--- config.mk ---
export PLATFORM = sky130hd
export DESIGN_NAME = shortest_common_supersequence
export DESIGN_NICKNAME = d
export VERILOG_FILES = /design/src/rtl/core/scs_pkg.sv /design/src/rtl/core/scs_str_mem.sv /design/src/rtl/core/scs_fill.sv /design/src/rtl/core/scs_trace.sv /design/src/rtl/core/shortest_common_supersequence.sv
export SDC_FILE = /design/constraint.sdc
export NUM_CORES = 2
export LEC_CHECK = 0
export ABC_CLOCK_PERIOD_IN_PS = 85100
export BUFFER_PORTS_ARGS = -buffer_cell sky130_fd_sc_hd__buf_2
export CAP_MARGIN = 20
export CORE_UTILIZATION = 55
export DETAILED_ROUTE_END_ITERATION = 10
export PLACE_DENSITY = 0.7
export SYNTH_ARGS = -nofsm -noshare
export SYNTH_HDL_FRONTEND = slang
export SYNTH_SLANG_ARGS = --single-unit
export TNS_END_PERCENT = 20
--- constraint.sdc ---
create_clock -name clk -period 85.1 [get_ports clk]
set_clock_uncertainty 0.2 [all_clocks]
set_input_delay 17.02 -clock clk [delete_from_list [all_inputs] [get_ports clk]]
set_output_delay 17.02 -clock clk [all_outputs]
set_load 0.01 [all_outputs]
--- src/rtl/core/scs_pkg.sv ---
// ----------------------------------------------------------------------------
// scs_pkg
// Shared beat types and codes of the shortest common supersequence engine.
// ----------------------------------------------------------------------------
package scs_pkg;

	localparam int SYM_W = 8;
	localparam int LEN_W = 7;

	localparam logic SEL_FIRST  = 1'b0;
	localparam logic SEL_SECOND = 1'b1;

	typedef struct packed {
		logic             func;
		logic [SYM_W-1:0] symbol;
		logic             no_symbol;
		logic             last;
	} item_t;

	typedef struct packed {
		logic [SYM_W-1:0] out_symbol;
		logic             out_last;
		logic [LEN_W-1:0] total_length;
		logic             overflow;
	} result_t;

	typedef enum logic [1:0] {
		DIR_DIAG = 2'd0,
		DIR_UP   = 2'd1,
		DIR_LEFT = 2'd2
	} dir_t;

endpackage

--- src/rtl/core/scs_str_mem.sv ---
// ----------------------------------------------------------------------------
// scs_str_mem
// Storage of both input strings, one write port, one registered read per string.
// ----------------------------------------------------------------------------
module scs_str_mem #(
	parameter int MAX_LEN = 32,
	localparam int LW = (MAX_LEN > 1) ? $clog2(MAX_LEN) : 1
) (
	input  logic                      clk,
	input  logic                      we_a,
	input  logic                      we_b,
	input  logic [LW-1:0]             waddr,
	input  logic [scs_pkg::SYM_W-1:0] wdata,
	input  logic [LW-1:0]             raddr_a,
	input  logic [LW-1:0]             raddr_b,
	output logic [scs_pkg::SYM_W-1:0] a_sym,
	output logic [scs_pkg::SYM_W-1:0] b_sym
);

	logic [scs_pkg::SYM_W-1:0] first_mem  [MAX_LEN];
	logic [scs_pkg::SYM_W-1:0] second_mem [MAX_LEN];

	always_ff @(posedge clk) begin
		if (we_a) begin
			first_mem[waddr] <= wdata;
		end
		if (we_b) begin
			second_mem[waddr] <= wdata;
		end
		a_sym <= first_mem[raddr_a];
		b_sym <= second_mem[raddr_b];
	end

endmodule

--- src/rtl/core/scs_fill.sv ---
// ----------------------------------------------------------------------------
// scs_fill
// Cost table fill: one cell per cycle within a row over a rolling cost row memory,
// an idle F_ROW state between rows, direction of every cell sent out for storage.
// ----------------------------------------------------------------------------
module scs_fill #(
	parameter int MAX_LEN = 32,
	localparam int LW = (MAX_LEN > 1) ? $clog2(MAX_LEN) : 1,
	localparam int CW = $clog2(MAX_LEN + 1),
	localparam int NW = $clog2(2 * MAX_LEN + 1)
) (
	input  logic                      clk,
	input  logic                      arst_n,
	input  logic                      go,
	input  logic [CW-1:0]             len_a,
	input  logic [CW-1:0]             len_b,
	input  logic [scs_pkg::SYM_W-1:0] a_sym,
	input  logic [scs_pkg::SYM_W-1:0] b_sym,
	output logic [LW-1:0]             row_addr,
	output logic [LW-1:0]             col_addr,
	output logic                      dir_we,
	output logic [LW-1:0]             dir_row,
	output logic [LW-1:0]             dir_col,
	output scs_pkg::dir_t             dir_val,
	output logic                      done
);

	typedef enum logic [3:0] {
		F_IDLE  = 4'b0001,
		F_ROW   = 4'b0010,
		F_CELL  = 4'b0100,
		F_DRAIN = 4'b1000
	} fill_state_t;

	fill_state_t   state_q;
	logic [CW-1:0] r_q;
	logic [CW-1:0] c_q;
	logic          valid_s1;
	logic [CW-1:0] r_s1;
	logic [CW-1:0] c_s1;
	logic [NW-1:0] cost_rd_s1;
	logic [NW-1:0] left_q;
	logic [NW-1:0] diag_q;
	logic [NW-1:0] cost_mem [MAX_LEN];

	logic [NW-1:0] up;
	logic [NW-1:0] left;
	logic [NW-1:0] diag;
	logic [NW-1:0] cost_new;

	assign row_addr = LW'(r_q - CW'(1));
	assign col_addr = LW'(c_q - CW'(1));
	assign done     = (state_q == F_DRAIN);

	always_ff @(posedge clk or negedge arst_n) begin
		if (!arst_n) begin
			state_q  <= F_IDLE;
			r_q      <= '0;
			c_q      <= '0;
			valid_s1 <= 1'b0;
		end else begin
			valid_s1 <= (state_q == F_CELL);
			unique case (state_q)
				F_IDLE: begin
					if (go) begin
						r_q <= CW'(1);
						if (len_a == '0 || len_b == '0) begin
							state_q <= F_DRAIN;
						end else begin
							state_q <= F_ROW;
						end
					end
				end
				F_ROW: begin
					c_q     <= CW'(1);
					state_q <= F_CELL;
				end
				F_CELL: begin
					if (c_q == len_b) begin
						if (r_q == len_a) begin
							state_q <= F_DRAIN;
						end else begin
							r_q     <= r_q + CW'(1);
							state_q <= F_ROW;
						end
					end else begin
						c_q <= c_q + CW'(1);
					end
				end
				F_DRAIN: begin
					state_q <= F_IDLE;
				end
				default: begin
					state_q <= F_IDLE;
				end
			endcase
		end
	end

	// first row sees the all-ascending initial row, first column its row number
	always_comb begin
		up   = (r_s1 == CW'(1)) ? NW'(c_s1) : cost_rd_s1;
		left = (c_s1 == CW'(1)) ? NW'(r_s1) : left_q;
		diag = (c_s1 == CW'(1)) ? NW'(r_s1 - CW'(1)) : diag_q;
		if (a_sym == b_sym) begin
			cost_new = diag + NW'(1);
			dir_val  = scs_pkg::DIR_DIAG;
		end else if (up <= left) begin
			cost_new = up + NW'(1);
			dir_val  = scs_pkg::DIR_UP;
		end else begin
			cost_new = left + NW'(1);
			dir_val  = scs_pkg::DIR_LEFT;
		end
	end

	always_ff @(posedge clk) begin
		r_s1       <= r_q;
		c_s1       <= c_q;
		cost_rd_s1 <= cost_mem[col_addr];
		if (valid_s1) begin
			cost_mem[LW'(c_s1 - CW'(1))] <= cost_new;
			left_q <= cost_new;
			diag_q <= up;
		end
	end

	assign dir_we  = valid_s1;
	assign dir_row = LW'(r_s1 - CW'(1));
	assign dir_col = LW'(c_s1 - CW'(1));

endmodule

--- src/rtl/core/scs_trace.sv ---
// ----------------------------------------------------------------------------
// scs_trace
// Direction table, walk back from the string ends into a reversal buffer,
// then read the buffer out backwards as result beats.
// ----------------------------------------------------------------------------
module scs_trace #(
	parameter int MAX_LEN = 32,
	localparam int LW = (MAX_LEN > 1) ? $clog2(MAX_LEN) : 1,
	localparam int CW = $clog2(MAX_LEN + 1),
	localparam int NW = $clog2(2 * MAX_LEN + 1),
	localparam int RW = $clog2(2 * MAX_LEN)
) (
	input  logic                      clk,
	input  logic                      arst_n,
	input  logic                      go,
	input  logic [CW-1:0]             len_a,
	input  logic [CW-1:0]             len_b,
	input  logic                      overflow,
	input  logic                      dir_we,
	input  logic [LW-1:0]             dir_row,
	input  logic [LW-1:0]             dir_col,
	input  scs_pkg::dir_t             dir_val,
	input  logic [scs_pkg::SYM_W-1:0] a_sym,
	input  logic [scs_pkg::SYM_W-1:0] b_sym,
	output logic [LW-1:0]             row_addr,
	output logic [LW-1:0]             col_addr,
	output scs_pkg::result_t          result,
	output logic                      strobe,
	output logic                      done
);

	localparam int TOT_W = scs_pkg::LEN_W;

	typedef enum logic [4:0] {
		T_IDLE = 5'b00001,
		T_RD   = 5'b00010,
		T_DEC  = 5'b00100,
		T_EMIT = 5'b01000,
		T_END  = 5'b10000
	} trace_state_t;

	trace_state_t              state_q;
	logic [CW-1:0]             r_q;
	logic [CW-1:0]             c_q;
	logic [NW-1:0]             n_q;
	logic [RW-1:0]             p_q;
	logic                      valid_s1;
	logic                      last_s1;
	logic [1:0]                dir_mem [1 << (2 * LW)];
	scs_pkg::dir_t             dir_rd;
	logic [scs_pkg::SYM_W-1:0] rev_mem [2 * MAX_LEN];
	logic [scs_pkg::SYM_W-1:0] rev_rd;

	logic                      take_b;
	logic                      step_r;
	logic                      step_c;
	logic [scs_pkg::SYM_W-1:0] sym;

	assign row_addr = LW'(r_q - CW'(1));
	assign col_addr = LW'(c_q - CW'(1));
	assign done     = (state_q == T_END);

	always_comb begin
		take_b = 1'b0;
		step_r = 1'b0;
		step_c = 1'b0;
		if (r_q != '0 && c_q != '0) begin
			unique case (dir_rd)
				scs_pkg::DIR_LEFT: begin
					take_b = 1'b1;
					step_c = 1'b1;
				end
				scs_pkg::DIR_UP: begin
					step_r = 1'b1;
				end
				default: begin
					step_r = 1'b1;
					step_c = 1'b1;
				end
			endcase
		end else if (r_q != '0) begin
			step_r = 1'b1;
		end else begin
			take_b = 1'b1;
			step_c = 1'b1;
		end
		sym = take_b ? b_sym : a_sym;
	end

	always_ff @(posedge clk or negedge arst_n) begin
		if (!arst_n) begin
			state_q  <= T_IDLE;
			r_q      <= '0;
			c_q      <= '0;
			n_q      <= '0;
			p_q      <= '0;
			valid_s1 <= 1'b0;
		end else begin
			valid_s1 <= (state_q == T_EMIT);
			unique case (state_q)
				T_IDLE: begin
					if (go) begin
						r_q     <= len_a;
						c_q     <= len_b;
						n_q     <= '0;
						state_q <= T_RD;
					end
				end
				T_RD: begin
					if (r_q == '0 && c_q == '0) begin
						p_q     <= RW'(n_q - NW'(1));
						state_q <= (n_q == '0) ? T_END : T_EMIT;
					end else begin
						state_q <= T_DEC;
					end
				end
				T_DEC: begin
					if (step_r) begin
						r_q <= r_q - CW'(1);
					end
					if (step_c) begin
						c_q <= c_q - CW'(1);
					end
					n_q     <= n_q + NW'(1);
					state_q <= T_RD;
				end
				T_EMIT: begin
					if (p_q == '0) begin
						state_q <= T_END;
					end else begin
						p_q <= p_q - RW'(1);
					end
				end
				T_END: begin
					state_q <= T_IDLE;
				end
				default: begin
					state_q <= T_IDLE;
				end
			endcase
		end
	end

	always_ff @(posedge clk) begin
		if (dir_we) begin
			dir_mem[{dir_row, dir_col}] <= dir_val;
		end
		dir_rd <= scs_pkg::dir_t'(dir_mem[{row_addr, col_addr}]);
		if (state_q == T_DEC) begin
			rev_mem[RW'(n_q)] <= sym;
		end
		rev_rd  <= rev_mem[p_q];
		last_s1 <= (p_q == '0);
	end

	assign strobe              = valid_s1;
	assign result.out_symbol   = rev_rd;
	assign result.out_last     = last_s1;
	assign result.total_length = TOT_W'(n_q);
	assign result.overflow     = overflow;

`ifndef SYNTHESIS
	a_strobe_in_emit: assert property (@(posedge clk) disable iff (!arst_n)
		strobe |-> ($past(state_q) == T_EMIT))
		else $error("result beat outside read-out");
	a_walk_ends: assert property (@(posedge clk) disable iff (!arst_n)
		(state_q == T_EMIT) |-> (r_q == '0 && c_q == '0))
		else $error("read-out started before walk reached origin");
	a_len_bound: assert property (@(posedge clk) disable iff (!arst_n)
		(state_q == T_DEC) |-> (n_q < NW'(2 * MAX_LEN)))
		else $error("reversal buffer overrun");
`endif

endmodule

--- src/rtl/core/shortest_common_supersequence.sv ---
// ----------------------------------------------------------------------------
// shortest_common_supersequence: loads two strings, fills, walks back, emits.
// Load: one symbol beat per cycle. After the closing beat of the second string
// busy stays high through the row fill (none when either string is empty), the
// walk steps (T_RD then T_DEC each) and the read-out, bound by the single cost
// row and direction memory ports. Results come one per cycle, one beat per
// supersequence symbol; async reset returns to loading.
// ----------------------------------------------------------------------------
module shortest_common_supersequence #(
	parameter int MAX_LEN = 32
) (
	input  logic              clk,
	input  logic              arst_n,
	input  logic              start,
	input  scs_pkg::item_t    item,
	output logic              busy,
	output scs_pkg::result_t  result,
	output logic              strobe
);

	localparam int LW = (MAX_LEN > 1) ? $clog2(MAX_LEN) : 1;
	localparam int CW = $clog2(MAX_LEN + 1);

	typedef enum logic [3:0] {
		S_LOAD_A = 4'b0001,
		S_LOAD_B = 4'b0010,
		S_FILL   = 4'b0100,
		S_TRACE  = 4'b1000
	} top_state_t;

	top_state_t    state_q;
	logic [CW-1:0] len_a_q;
	logic [CW-1:0] len_b_q;
	logic          overflow_q;

	logic                      accept;
	logic                      take_a;
	logic                      take_b;
	logic                      store;
	logic                      room_a;
	logic                      room_b;
	logic                      we_a;
	logic                      we_b;
	logic [LW-1:0]             waddr;
	logic                      fill_go;
	logic                      trace_go;
	logic                      fill_done;
	logic                      trace_done;
	logic [LW-1:0]             fill_row;
	logic [LW-1:0]             fill_col;
	logic [LW-1:0]             trace_row;
	logic [LW-1:0]             trace_col;
	logic [LW-1:0]             raddr_a;
	logic [LW-1:0]             raddr_b;
	logic [scs_pkg::SYM_W-1:0] a_sym;
	logic [scs_pkg::SYM_W-1:0] b_sym;
	logic                      dir_we;
	logic [LW-1:0]             dir_row;
	logic [LW-1:0]             dir_col;
	scs_pkg::dir_t             dir_val;

	assign busy    = (state_q == S_FILL) || (state_q == S_TRACE);
	assign accept  = start && !busy;
	// drop beats whose selector does not name the string being loaded
	assign take_a  = accept && (state_q == S_LOAD_A) && (item.func == scs_pkg::SEL_FIRST);
	assign take_b  = accept && (state_q == S_LOAD_B) && (item.func == scs_pkg::SEL_SECOND);
	assign store   = !item.no_symbol;
	assign room_a  = (len_a_q < CW'(MAX_LEN));
	assign room_b  = (len_b_q < CW'(MAX_LEN));
	assign we_a    = take_a && store && room_a;
	assign we_b    = take_b && store && room_b;
	assign waddr   = take_a ? len_a_q[LW-1:0] : len_b_q[LW-1:0];
	assign fill_go = take_b && item.last;
	assign trace_go = (state_q == S_FILL) && fill_done;
	assign raddr_a = (state_q == S_FILL) ? fill_row : trace_row;
	assign raddr_b = (state_q == S_FILL) ? fill_col : trace_col;

	always_ff @(posedge clk or negedge arst_n) begin
		if (!arst_n) begin
			state_q    <= S_LOAD_A;
			len_a_q    <= '0;
			len_b_q    <= '0;
			overflow_q <= 1'b0;
		end else begin
			if (we_a) begin
				len_a_q <= len_a_q + CW'(1);
			end
			if (we_b) begin
				len_b_q <= len_b_q + CW'(1);
			end
			if ((take_a && store && !room_a) || (take_b && store && !room_b)) begin
				overflow_q <= 1'b1;
			end
			unique case (state_q)
				S_LOAD_A: begin
					if (take_a && item.last) begin
						state_q <= S_LOAD_B;
					end
				end
				S_LOAD_B: begin
					if (fill_go) begin
						state_q <= S_FILL;
					end
				end
				S_FILL: begin
					if (fill_done) begin
						state_q <= S_TRACE;
					end
				end
				S_TRACE: begin
					if (trace_done) begin
						len_a_q    <= '0;
						len_b_q    <= '0;
						overflow_q <= 1'b0;
						state_q    <= S_LOAD_A;
					end
				end
				default: begin
					state_q <= S_LOAD_A;
				end
			endcase
		end
	end

	scs_str_mem #(
		.MAX_LEN (MAX_LEN)
	) u_str_mem (
		.clk     (clk),
		.we_a    (we_a),
		.we_b    (we_b),
		.waddr   (waddr),
		.wdata   (item.symbol),
		.raddr_a (raddr_a),
		.raddr_b (raddr_b),
		.a_sym   (a_sym),
		.b_sym   (b_sym)
	);

	scs_fill #(
		.MAX_LEN (MAX_LEN)
	) u_fill (
		.clk      (clk),
		.arst_n   (arst_n),
		.go       (fill_go),
		.len_a    (len_a_q),
		.len_b    (we_b ? len_b_q + CW'(1) : len_b_q),
		.a_sym    (a_sym),
		.b_sym    (b_sym),
		.row_addr (fill_row),
		.col_addr (fill_col),
		.dir_we   (dir_we),
		.dir_row  (dir_row),
		.dir_col  (dir_col),
		.dir_val  (dir_val),
		.done     (fill_done)
	);

	scs_trace #(
		.MAX_LEN (MAX_LEN)
	) u_trace (
		.clk      (clk),
		.arst_n   (arst_n),
		.go       (trace_go),
		.len_a    (len_a_q),
		.len_b    (len_b_q),
		.overflow (overflow_q),
		.dir_we   (dir_we),
		.dir_row  (dir_row),
		.dir_col  (dir_col),
		.dir_val  (dir_val),
		.a_sym    (a_sym),
		.b_sym    (b_sym),
		.row_addr (trace_row),
		.col_addr (trace_col),
		.result   (result),
		.strobe   (strobe),
		.done     (trace_done)
	);

`ifndef SYNTHESIS
	a_strobe_busy: assert property (@(posedge clk) disable iff (!arst_n)
		strobe |-> busy)
		else $error("result beat while idle");
	a_last_ends: assert property (@(posedge clk) disable iff (!arst_n)
		(strobe && result.out_last) |=> !strobe)
		else $error("result beat after final beat");
	a_load_a_clean: assert property (@(posedge clk) disable iff (!arst_n)
		(state_q == S_LOAD_A) |-> (len_b_q == '0))
		else $error("second string not cleared");
	a_busy_cause: assert property (@(posedge clk) disable iff (!arst_n)
		$rose(busy) |-> $past(fill_go))
		else $error("busy raised without closing beat");
`endif

endmodule
==> reports/summary.md <==
The run finished with clean final reports. Setup total negative slack on the finished layout was measured at 0 ps. For this block, the routed nets add up to 327900 um of wire. Of the post-synthesis cell area, the part taken by muxes is 17.21%.

The number of iterations in the first detailed-routing pass came out at 6. The min-delay analysis places its worst path in the category register to register. The number of pins with negative max-slew slack in the final report is 0, and the register clock-pin slew on the reported worst setup and hold paths is 60 ps.

For the number of buffers on the longest clock path, the log shows 4. Primary flip-flop cell chosen by synthesis mapping: edfxtp_1. The endpoint required time on the critical path is 85460 ps.

The share of the Yosys chip area taken by registers is 74.05%. Setup repair after global routing left no endpoint under its margin. Based on the critical path, the design can be clocked at up to 49.49 MHz. The detail route stage leaves a number of antenna-violating nets equal to 0. The die covers 252300 sq um. Cells with a size suffix above 1 make up 24.38% of the layout.

The H-tree was split into 5 levels. The logs give 0 for the sum of overflow across all layers after global routing and 26.20% for the total routing usage reported by global routing. Summed over all cells, the static leakage comes to 0.04676 uW.

The floorplan has 183 rows. Share of the cycle needed by the critical path after routing: 23.75%. Final critical delay including setup and external delays: 20210 ps. Top cell type by total area after synthesis: edfxtp_1. Slowest stage cell on the critical path: nor2_1. The main combinational cell family by area after synthesis was multiplexers.

During synthesis, Yosys emitted a total of 0 warnings. The share of synthesized flip-flops with an asynchronous set or reset is 1.900%. The final weighted congestion in routability-driven placement was 0.8486; the final count of negative-setup-slack endpoints was 0. The HPWL after detailed placement is 180700 um.

For this design, the sink count on the clock tree is 3421. 33 I/O pins were placed. The share of synthesized area in the top cell type comes to 72.20%. The critical path is of the input pin to register type.

The die is 502.3 um wide. The cell with the most instances after synthesis was edfxtp_1. Core footprint: 248700 sq um. The logs give 55.37% for the starting density of the core and 0 for the setup fix buffers added after clock tree synthesis. The tools report the count of filler cells inserted in the layout as 17080. TritonCTS built the clock tree. After the first detailed-routing iteration, the DRC count stood at 9190. The multi-input combinational cells in the finished layout cover a total of 33830 sq um. Summing all flip-flop and latch instances after layout gives 102000 sq um. The die is 502.3 um tall. The count of vias placed by the detailed router came out at 69540. The total clock buffers created by CTS was 357. Across the VDD grid, the largest voltage drop is 24.44 uV.

The summed instance area of the synthesized netlist was 137700 sq um; the cell count after synthesis was 7184. In this run, synthesis produced a sequential element count of 3421. The number of DRC violations after detailed routing is 0, and the hold-fix buffer count after cts is 0. The compound-cell area share of the yosys netlist is 1.291%.

The via count of the first global-routing pass came out at 70710. The area growth from synthesis to layout is 11.52%. For the worst setup path, the data arrival time is 20570 ps.

In the final routed layout, each cell accounts on average for 30.31 um. Post-CTS repair changed the size of 0 cells. The total nets after synthesis came out at 7223. The first global-routing pass estimated 478000 um of wire. The tools report the number of distinct library cell variants in the gate-level netlist after synthesis as 79. Traced cell by cell, the critical path runs through buf_2 -> nor4b_1 -> nand2_1 -> nor3_2 -> nand3_1 -> nor2_1.

Ranked by instance count, the synthesized netlist is headed by edfxtp_1 (3310), nor2_1 (1244), mux4_2 (989). The final count of hold timing violations was 0. The run gives 980 ps as the later-pin clock latency in the skew report. Max-cap violations in this run came to 0. After synthesis, the mean cell area works out to 19.16 sq um. The area share of xor/xnor cells in the synthesized design was 0.3953%; the worst hold slack was 288.2 ps. The post-layout net count is 7250. The number of I/O port buffers works out to 32. STA classifies the critical path endpoint as a register. For the pin with the worst max-slew slack, the measured transition is 1206 ps. Entering global routing, the biggest net connects 261 pins. Cell chosen for the clock root: clkbuf_16.

The power density over cell area is 22.00 nW/um^2. The average via count per standard cell works out to 6.430. The kind of start point of the critical path is an input pin. The initial antenna violation count was 8; the largest fanout on the critical path was 18.

Measured against its own limit, the worst slew margin works out to 18.90%. The delay of the slowest cell on the worst path works out to 850 ps. The area share of fa/ha/maj cells after synthesis was 0.2272%. After synthesis, the cell types taking the most area are edfxtp_1 (72%), mux4_2 (16%), nor2_1 (3.4%). The simple-gate share of the synthesized area is 5.101%. Counting flops with a built-in enable in the synthesized netlist gives 3310.
## where the power goes
group	switching, uW	internal, uW
registers	5.30	1820
clock network	632	885
logic	22.4	7.89
total	660	2720
## metrics by stage
| step | util (%) | setup WS (ps) | std cells | total power, uW | instance area, sq um |
|---|---|---|---|---|---|
| after global placement | 56.85 | 64090 | 10150 | 1892 | 141400 |
| after floorplan | - | 49560 | 7184 | 1876 | 137700 |
| after CTS | 61.57 | 65030 | 10790 | 3392 | 153100 |
| after global routing | 61.74 | 64730 | 10820 | 3454 | 153500 |
| final | 61.74 | 64890 | 10820 | 3378 | 153500 |
| after detailed placement | 57.02 | 64000 | 10160 | 1894 | 141800 |
## metal layers
layer	vias up	routed length, um	GRT usage (%)
met3	627	28460	4.357
met1	36680	126300	36.74
li1	28730	-	-
met4	4	11120	8.724
met2	3503	162000	42.28
met5	-	28	0
## cell families after synthesis
group | Yosys count
compound gates | 284
xor+xnor | 59
mux | 1124
fa+ha+maj | 25
simple gates | 1698
buf+inv | 573
flops | 3421
## sequential cells by signal, indices dropped and copies added (netlist names), 7 cells and up
signal,count
u_trace.dir_mem,2048
u_trace.rev_mem,512
u_str_mem.first_mem,256
u_str_mem.second_mem,256
u_fill.cost_mem,224
u_str_mem.a_sym,8
u_str_mem.b_sym,8
u_trace.rev_rd,8
u_fill.cost_rd_s1,7
u_fill.diag_q,7
u_fill.left_q,7
u_trace.n_q,7
## layout by cell type, fill, tap and decap left out, types with 9 or more instances in the layout
cell type   netlist  layout
nor2_1         1244    1243
nand3_1          47      45
clkbuf_16         0     360
and3_1           10      10
buf_12            0      13
mux2_2           53      53
o211ai_1         22      22
a211oi_1         25      25
ha_1             25      23
nand3b_1          9       9
clkinv_1          0      62
buf_2            87      28
edfxtp_1       3310    3310
dfxtp_1          46      46
a21oi_1          88      86
a31oi_1           9       9
clkinv_2          0      61
nand2_4           0      29
and2_1           14      13
nor2b_1          25      25
nand2_1         207     178
clkinvlp_4        0      21
mux4_2          989     989
inv_6             0      10
nor3_1           40      38
mux2i_1          81      77
buf_16            0      27
buf_4            20     109
clkbuf_1        327      67
o22ai_1          22      22
xor2_1           28      24
bufinv_16         0      35
dfrtp_1          62      56
nand2b_1         13      13
nand4_1          21      21
xnor2_1          29      21
inv_1            60      60
o21ai_0          60      59
## area by class of cell
cell class / instances / area share [%]
Antenna cell: 3 / 0.004890
Clock buffer: 431 / 6.067
Clock inverter: 200 / 1.298
Inverter: 60 / 0.1467
Multi-Input combinational cell: 3190 / 22.04
Sequential cell: 3421 / 66.41
Tap cell: 3330 / 2.714
Timing Repair Buffer: 181 / 1.317
## path summary, 6_finish.rpt
check                                          startpoint                                    to  slack [ps]  depth (start not counted)
max in group asynchronous                          arst_n         u_fill.state_q[0]$_DFFE_PN1P_       68230                          2
worst min-delay path            u_fill.r_q[5]$_DFFE_PN0P_                u_fill.r_s1[5]$_DFF_P_         290                          0
min in group asynchronous                          arst_n        u_trace.state_q[4]$_DFFE_PN0P_       15750                          1
worst min register to register  u_fill.r_q[5]$_DFFE_PN0P_                u_fill.r_s1[5]$_DFF_P_         290                          0
worst max register to register     u_fill.c_s1[0]$_DFF_P_     u_trace.dir_mem[831][0]$_DFFE_PP_       77110                         14
worst max-delay path                             item[10]  u_str_mem.first_mem[26][1]$_DFFE_PP_       64890                          6
## worst max-delay path, delay by kind of cell
kind / cells / cell delay [ps]
simple gates: 5 / 3420
buf+inv: 1 / 120
No activity file was read; power rests on OpenSTA's default activity.
